### config.mk
export PLATFORM = sky130hd
export DESIGN_NAME = fspd_mac
export DESIGN_NICKNAME = d
export VERILOG_FILES = /design/src/fspd_pkg.sv /design/src/fspd_mac.sv
export SDC_FILE = /design/constraint.sdc
export NUM_CORES = 1
export LEC_CHECK = 0
export ABC_AREA = 1
export BUFFER_PORTS_ARGS = -buffer_cell sky130_fd_sc_hd__buf_4
export CAP_MARGIN = 30
export CORE_ASPECT_RATIO = 2
export CORE_MARGIN = 4
export CORE_UTILIZATION = 65
export DETAILED_ROUTE_END_ITERATION = 16
export PLACE_DENSITY = 0.81
export SETUP_SLACK_MARGIN = 0.2
export SYNTH_ARGS = -nofsm -noshare
export SYNTH_HDL_FRONTEND = slang
export SYNTH_SLANG_ARGS = --single-unit
### constraint.sdc
create_clock -name aclk -period 6.9 [get_ports aclk]
set_clock_uncertainty 0.05 [all_clocks]
set_input_delay 0.69 -clock aclk [delete_from_list [all_inputs] [get_ports aclk]]
set_output_delay 0.69 -clock aclk [all_outputs]
set_load 0.01 [all_outputs]
### src/fspd_pkg.sv
`default_nettype none

package fspd_pkg;

    localparam int PILOT_TAPS_DEF  = 127;
    localparam int AUDIO_TAPS_DEF  = 127;
    localparam int SINE_BITS_DEF   = 10;
    localparam int COEF_W          = 18;
    localparam int SAMPLE_W        = 16;
    localparam int PROD_W          = COEF_W + SAMPLE_W;
    localparam int ACC_W_DEF       = PROD_W + 9;

    localparam logic [1:0] OP_SAMPLE     = 2'd0;
    localparam logic [1:0] OP_LOAD_PILOT = 2'd1;
    localparam logic [1:0] OP_LOAD_AUDIO = 2'd2;

    localparam logic [2:0] REG_LOW_PASS  = 3'd0;
    localparam logic [2:0] REG_NOMINAL   = 3'd1;
    localparam logic [2:0] REG_MIN_OMEGA = 3'd2;
    localparam logic [2:0] REG_MAX_OMEGA = 3'd3;
    localparam logic [2:0] REG_ALPHA     = 3'd4;
    localparam logic [2:0] REG_BETA      = 3'd5;

    localparam logic [31:0] NOMINAL_RST = 32'd429496730;
    localparam logic [31:0] MIN_RST     = 32'd419430400;
    localparam logic [31:0] MAX_RST     = 32'd440401920;
    localparam logic [23:0] ALPHA_RST   = 24'd50000;
    localparam logic [23:0] BETA_RST    = 24'd200;

    localparam logic [63:0] HALF_PI_Q30 = 64'd1686629713;

    typedef struct packed {
        logic clr;
        logic en;
    } mac_ctrl_t;

    // one quarter-wave entry, taylor series in Q30, rounded to Q1.15
    function automatic logic [14:0] qsine_entry(input int unsigned idx,
                                                input int unsigned bits);
        logic [63:0] x;
        logic [63:0] x2;
        logic [63:0] term;
        logic [63:0] tmp;
        logic [63:0] q;
        logic signed [63:0] s;
        x = (64'(idx) * HALF_PI_Q30) >> (bits - 2);
        x2 = (x * x) >> 30;
        term = x;
        s = $signed(x);
        for (int n = 1; n <= 7; n++) begin
            tmp = (term * x2) >> 30;
            case (n)
                1: term = tmp / 64'd6;
                2: term = tmp / 64'd20;
                3: term = tmp / 64'd42;
                4: term = tmp / 64'd72;
                5: term = tmp / 64'd110;
                6: term = tmp / 64'd156;
                default: term = tmp / 64'd210;
            endcase
            if ((n & 1) == 1) s = s - $signed(term);
            else s = s + $signed(term);
        end
        q = (s > 0) ? ((64'(s) + 64'd16384) >> 15) : 64'd0;
        return (q > 64'd32767) ? 15'd32767 : q[14:0];
    endfunction

endpackage

`default_nettype wire

### src/fspd_mac.sv
`default_nettype none

module fspd_mac #(
    parameter int ACC_W = fspd_pkg::ACC_W_DEF
) (
    input  wire logic                                  aclk,
    input  wire logic                                  aresetn,
    input  wire fspd_pkg::mac_ctrl_t                   ctrl,
    input  wire logic signed [fspd_pkg::COEF_W-1:0]    coef,
    input  wire logic signed [fspd_pkg::SAMPLE_W-1:0]  sample,
    output logic signed [ACC_W-1:0]                    acc
);
    import fspd_pkg::*;

    logic signed [PROD_W-1:0] prod_reg;
    logic                     en_d_reg;
    logic signed [ACC_W-1:0]  acc_reg;
    logic signed [ACC_W-1:0]  acc_next;

    always_comb begin
        acc_next = acc_reg + {{(ACC_W-PROD_W){prod_reg[PROD_W-1]}}, prod_reg};
    end

    always_ff @(posedge aclk) begin
        prod_reg <= coef * sample;
        if (!aresetn) begin
            en_d_reg <= 1'b0;
        end else begin
            en_d_reg <= ctrl.en && !ctrl.clr;
        end
        if (ctrl.clr) begin
            acc_reg <= '0;
        end else if (en_d_reg) begin
            acc_reg <= acc_next;
        end
    end

    assign acc = acc_reg;

endmodule

`default_nettype wire

**After elaboration in Yosys (flattened, before gate mapping)**

Cells that the tools add are included.

- Flip-flop bits (word level): 78
- Bits in latches: 0
- RAM bits: 0
- Bits in read-only memories: 0
- Bits of input ports: 38
- Output and inout bits: 43
- Logic and storage cells: 7
- Memories: 0

- $add $sub $neg: 1
- $mul: 1
- Divide/modulo/power cells: 0
- Order comparisons: 0
- Equality and inequality tests: 0
- Shift-type cells: 0
- Muxes and demuxes: 0
- Bitwise gates (word level): 0
- Reduce and logical (&&, ||, !) cells: 2

Operator list:

| cell | number |
|---|---|
| adder 43 bit | 1 |
| multiplier 18 x 16 -> 34 bit | 1 |
| logical AND 1 bit | 1 |
| zero test 1 bit | 1 |

**Depth between registers and ports, before layout**

Gate-level depths: netlist of run 1.

- Depth in word-level cells: 2
- Depth in mapped cells: 27
- Mapped depth without buffers: 25

**Worst setup path after synthesis of run 1**

Ideal clock, no wire load.

- Path type: input -> register
- Start point: input sample[5] (netlist name)
- End point: register prod_reg[25]
- Setup time: 72 ps
- Arrival: 5,846 ps
- Required time: 6,778 ps
- Setup slack: 932 ps
- Cell stages on the path: 20
- Buffers on the path: 2
- Cells stage by stage: clkbuf_1 > buf_1 > nand2_1 > fa_1 > inv_1 > fa_1 > fa_1 > fa_1 > fa_1 > inv_1 > fa_1 > inv_1 > ha_1 > nand2_2 > nor2_4 > inv_2 > nor2_4 > or3b_1 > nand3_1 > xor2_1

- Word-level cells in the longest chain between the ends: 1

Ends and longest elaborated chain:

| what | RTL line | text |
|---|---|---|
| start: declaration | fspd_mac.sv:10 | `input wire logic signed [fspd_pkg::SAMPLE_W-1:0] sample,` |
| multiplier 18 x 16 -> 34 bit | fspd_mac.sv:25 | `prod_reg <= coef * sample;` |
| end signal: assignment | fspd_mac.sv:25 |  |
| end: declaration | fspd_mac.sv:15 | `logic signed [PROD_W-1:0] prod_reg;` |

No other way between the ends.
A chain may end at the register's enable or synchronous reset.

**Worst setup path after layout of run 1**

- Start point: input sample[15] (netlist name)
- End point: register prod_reg[26]

The elaborated chain is that of the path after synthesis.

==> flow_summary.toml, run 1 <==
[yosys]
syn_nets = 2851
synthFlopType = "dfxtp_1"
synth_area_leader_cell = "fa_1"
synth.top_cell.area_share_pct = 34.3
yosysWarnings = 0
synthArstFlopShare_pct = 0
seq_area_frac_synth_pct = 9.20
syn_area_sq_um = 17000
synth.most_common_cell = "inv_1"
synth.area.top_cells = "fa_1 (34%), inv_1 (14%), nand2_1 (13%), ha_1 (9.4%), dfxtp_1 (9.2%)"
avgSynthCellArea_sq_um = 7.09
syn_inst = 2394
ys_ff_latch = 78
synth.distinct_cells = 41
synthTopCellsByCount = "inv_1 (639), nand2_1 (608), fa_1 (291)"
synth_edf_count = 0

[clock_tree]
cts_buffers = 9
clockRootBuffer = "clkbuf_16"
clock_sinks = 78
clock_latency_ns = 0.37
cts_tree = "yes"
htreeDepth = 3
post_cts_buffers = 0
path_clk_slew_ns = 0.07
cts.path.max_buffers = 2

[detailed_routing]
wl_per_cell_microns = 18.6
via_per_inst = 5.36
detail_route.first_pass.iterations = 7
drtIter0Drc = 797
vias = 14792
ant_nets = 0
wirelength_microns = 51200
drc = 0

[setup_path]
worst_setup_path_end_kind = "flop"
cp.required_ns = 7.10
start_kind = "input port"
critical_path_class = "input port to flop"
arrival_ns = 6.57
crit_path_max_fanout = 8
rr_worst_depth = 12

[grt]
grt_max_degree = 67
gr-total-overflow = 0
top_usage_layer = "met2"
use_met2_pct = 66.5
grt_usage_pct = 37.1
grt_pass1_vias = 16121
use_met3_pct = 6.07
grtUsageMet1_pct = 34.8
grt_antenna_before_repair = 0
grt_pass1_wl_microns = 81400

[sta]
final_max_slew_viol_count = 0
final.min_clock_period_ns = 6.37
grt_setup_unrepaired = "no"
worst_slew_pin_slew_ns = 0.790
clock.fmax_mhz = 157
min_period_over_period_pct = 92.3
hold_viol_final = 0
fin_tns_setup_ns = 0
setup_violations = 0
max-slew-margin-rel_pct = 47.4

[hold_path]
hold_depth = 2
hp-class = "flop to flop"

[die]
start_util_pct = 65.9
ios = 81
design.core.area_sq_um = 25800
die_area_sq_um = 28900
dieWidth_microns = 122
core.rowCount = 83
die_h_microns = 237

[cells_and_area]
post-route-cell-area_sq_um = 18100
largest_reg_flops = 43
fin_util_pct = 70.1
drive_gt1_share_pct = 5.83
antennaDiodeCount = 0
fin_nets = 2871
syn_to_final_growth_pct = 6.41

[flow_run]
maxCapViolCount = 0

[place]
placed_cell_area_sq_um = 17800
io_buffers = 80
dpl.hpwl_microns = 43000
gp_congestion = 1.05

[outcome]
status = "complete, no violations"
## cells by family (layout without fill, tap and decap cells)
logic type      count (synthesis)  count (layout)  share of synthesized area (%)
xor+xnor                       56              56                           2.89
flops                          78              78                           9.20
fa+ha+maj                     419             419                           43.8
buf+inv                       721             746                           15.9
simple gates                  937             937                           22.1
compound gates                183             183                           6.06
## worst max-delay path, stage by stage
cell and delay (ns):
buf_4 0.08, clkinv_1 0.31, buf_4 0.29, or2_2 0.30
fa_1 0.47, fa_1 0.50, inv_1 0.05, fa_1 0.41
fa_1 0.50, fa_1 0.49, inv_1 0.05, fa_1 0.47
inv_1 0.04, ha_1 0.38, nand2_1 0.20, nor2_1 0.16
nor2_1 0.07, o21ai_2 0.32, inv_1 0.09, nand3_1 0.24
nand2_1 0.09, nand2_1 0.08, xor2_1 0.29
## per-layer routing
layer	routed length, microns	vias up	part of all wire (%)
li1	-	6995	-
met1	15500	6895	30
met2	26900	622	53
met3	2990	280	5.8
met4	5790	0	11
met5	0	-	0
## final timing paths
check / startpoint / end / slack [ns]
max: sample[15] / prod_reg[26]$_DFF_P_ / 0.53
min: acc[0]$_SDFFE_PP0P_ / acc[0]$_SDFFE_PP0P_ / 0.44
max reg2reg: acc[0]$_SDFFE_PP0P_ / acc[28]$_SDFFE_PP0P_ / 3.79
min reg2reg: acc[0]$_SDFFE_PP0P_ / acc[0]$_SDFFE_PP0P_ / 0.44
## placed cells by master (no fill, tap or decap), drive strengths merged, types with 2 or more instances in the layout
cell type	count
a211oi	2
a21boi	2
a21o	7
a21oi	86
a31oi	4
and2	2
buf	86
clkbuf	9
clkinv	3
dfxtp	78
fa	291
ha	128
inv	647
nand2	616
nand3	66
nand3b	3
nand4	18
nor2	221
nor3	6
o211ai	2
o21a	3
o21ai	64
o21bai	12
or2	3
xnor2	18
xor2	38
## metrics by stage
stage,hold WS (ns),cells,worst slack [ns]
2_1_floorplan,0.452,2394,0.932
3_5_place_dp,0.432,2743,-0.00852
5_1_grt,0.475,2759,0.371
3_3_place_gp,0.417,2743,0.144
4_1_cts,0.440,2759,0.376
6_report,0.436,2759,0.535
## final cells by class
type	instances	area, sq um
Clock buffer	9	225
Clock inverter	7	75.1
Fill cell	2281	7700
Inverter	644	2420
Multi-Input combinational cell	1595	12700
Sequential cell	78	1560
Tap cell	340	425
Timing Repair Buffer	86	646
## repair_timing
action / CTS / global route
endpoints found under the setup margin: 0 / 1
hold buffers: 0 / 0
resized for setup: 0 / 2
Power of run 1 is left out: the tool's default activity adds up to more than one toggle a clock period on the data nets, which glitch-free logic cannot reach.
==> run 2, diff against run 1 <==
- ABC_AREA: 1 -> 0
- CORE_MARGIN: 4 -> 2
- SKIP_LAST_GASP: unset -> 1
==> run 2 against run 1 <==
Net effect:
- clock-buffer cell count did not move
- maximum frequency is 1.4% lower
- critical path type unchanged
- core utilization up 0.35 points
- worst hold slack better by 0.018 ns
- sequential share of layout area increased by 0.89 points
- setup slack got worse by 0.092 ns
- wire length fell by 21%
- sequential cell count did not move
- highest routed layer unchanged
- synthesized area shrank 9.7%
- cell area decreased by 9.4%
- critical path depth decreased by 2
- register-to-register slack worse by 0.10 ns
==> flow_summary.toml, run 2 <==
[setup_path]
worst_setup_path_end_kind = "flop"
start_kind = "input port"
crit_top_cell = "fa_1"
slowest_delay_ns = 0.71
critPathBufInv = 5
critical_path_class = "input port to flop"
critPathTopFamily = "adder cells"
arrival_ns = 6.64
cp_slowest_cell = "fa_1"
cp.required_ns = 7.08
worstPathCellList = "buf_4 > inv_1 > buf_4 > nor2_1 > fa_1 > fa_1 > fa_1 > fa_1 > fa_1 > inv_1 > fa_1 > inv_1 > ha_1 > nand4_1 > nor2_1 > nand2_1 > a211o_1 > a311oi_1 > o21a_1 > o21ai_1 > o311ai_1"
crit_path_max_fanout = 9

[yosys]
synth.distinct_cells = 68
synth.area.top_cells = "fa_1 (38%), ha_1 (10%), dfxtp_1 (10%), inv_1 (8.2%), and2_1 (5.7%)"
syn_area_sq_um = 15300
synth_area_leader_cell = "fa_1"
syn_nets = 2174
avgSynthCellArea_sq_um = 8.92
synthArstFlopShare_pct = 0
synth.top_cell.area_share_pct = 38.0
synth_edf_count = 0
synthFlopType = "dfxtp_1"
synthTopCellsByCount = "inv_1 (333), fa_1 (291), nand2_1 (174)"
seq_area_frac_synth_pct = 10.2
synth.most_common_cell = "inv_1"
syn_inst = 1717
yosysWarnings = 0
ys_ff_latch = 78

[cells_and_area]
largest_reg_flops = 43
final_cell_mix = "inv_1 (333), fa_1 (291), nand2_1 (174)"
antennaDiodeCount = 0
final_common_cell = "inv_1"
multi_input_area_sq_um = 12300
fin_nets = 2206
drive_gt1_share_pct = 6.90
syn_to_final_growth_pct = 6.84
seqCellArea_sq_um = 1560
fillers = 1831

[detailed_routing]
vias = 11990
drtIter0Drc = 615
drc = 0
via_per_inst = 5.89
detail_route.first_pass.iterations = 6
wl_per_cell_microns = 19.9
wirelength_microns = 40600
ant_nets = 0

[grt]
grt_usage_pct = 33.4
grt_max_degree = 46
gr-total-overflow = 0
grt_pass1_wl_microns = 64600
grt_pass1_vias = 13075
grt_antenna_before_repair = 0

[clock_tree]
cts.path.max_buffers = 2
cts_buffers = 9
ctsResizeCount = 0
clock_latency_ns = 0.35
hold_buffers = 0
htreeDepth = 3
clock_sinks = 78
post_cts_buffers = 0
clockRootBuffer = "clkbuf_16"
cts_tree = "yes"
path_clk_slew_ns = 0.06

[sta]
setup_violations = 0
min_period_over_period_pct = 93.6
final_max_slew_viol_count = 0
clock.fmax_mhz = 155
final.min_clock_period_ns = 6.46
worst_slew_pin_slew_ns = 0.830
hold_viol_final = 0
grt_setup_unrepaired = "no"
max-slew-margin-rel_pct = 44.6
fin_tns_setup_ns = 0

[die]
dieWidth_microns = 113
die_area_sq_um = 24900
design.core.area_sq_um = 23200
ios = 81
die_h_microns = 221
core.rowCount = 79
start_util_pct = 66.0

[flow_run]
maxCapViolCount = 0

[place]
dpl.hpwl_microns = 33800
gp_congestion = 1.01
io_buffers = 80

[hold_path]
hp-class = "flop to flop"

[outcome]
status = "complete, no violations"
-- run 2: through the flow --
stage / hold slack (ns) / cells / cell area, sq um / utilization [%] / worst slack, ns
3_3_place_gp: 0.431 / 2021 / 16100 / 69.2 / 0.295
5_1_grt: 0.485 / 2037 / 16400 / 70.5 / 0.228
4_1_cts: 0.464 / 2037 / 16400 / 70.5 / 0.545
2_1_floorplan: 0.452 / 1717 / 15300 / - / 0.548
6_report: 0.455 / 2037 / 16400 / 70.5 / 0.443
3_5_place_dp: 0.456 / 2021 / 16100 / 69.2 / 0.186
-- run 2: tightest hold or removal path, cell delays in order, from the launching register on --
cell,delay (ns)
dfxtp_1,0.32
nor2_1,0.08
a211oi_1,0.05
-- run 2: logic make-up after synthesis --
kind of cell	after synthesis	synth area share [%]
XOR/XNOR	67	3.83
buffers and inverters	396	9.75
AND/OR/NAND/NOR	493	15.6
AO/OA/AOI/OAI	240	10.5
flip-flops	78	10.2
adder cells (fa/ha/maj)	419	48.5
multiplexers	24	1.58
-- run 2: layout make-up --
class,instances,area share (%)
clock buffer,9,1.38
timing repair buffer,84,3.85
tap,283,2.16
sequential,78,9.55
clock inverter,7,0.489
inverter,333,7.64
multi-input combinational,1243,74.9
-- run 2: final timing paths --
path | start | depth (start not counted) | endpoint | slack, ns
hold reg to reg | acc[37]$_SDFFE_PP0P_ | 2 | acc[37]$_SDFFE_PP0P_ | 0.45
hold / removal | acc[37]$_SDFFE_PP0P_ | 2 | acc[37]$_SDFFE_PP0P_ | 0.45
setup / recovery | sample[15] | 21 | prod_reg[32]$_DFF_P_ | 0.44
setup reg to reg | acc[0]$_SDFFE_PP0P_ | 12 | acc[42]$_SDFFE_PP0P_ | 3.69
-- run 2: layer usage --
layer | track usage [%] | vias to the layer above | part of all wire [%]
li1 | - | 5416 | -
met1 | 30.7 | 5909 | 30
met2 | 61.7 | 447 | 55
met3 | 3.70 | 218 | 3.9
met4 | 30.6 | 0 | 11
met5 | 0 | - | 0
Power of run 2 is left out for the same reason.
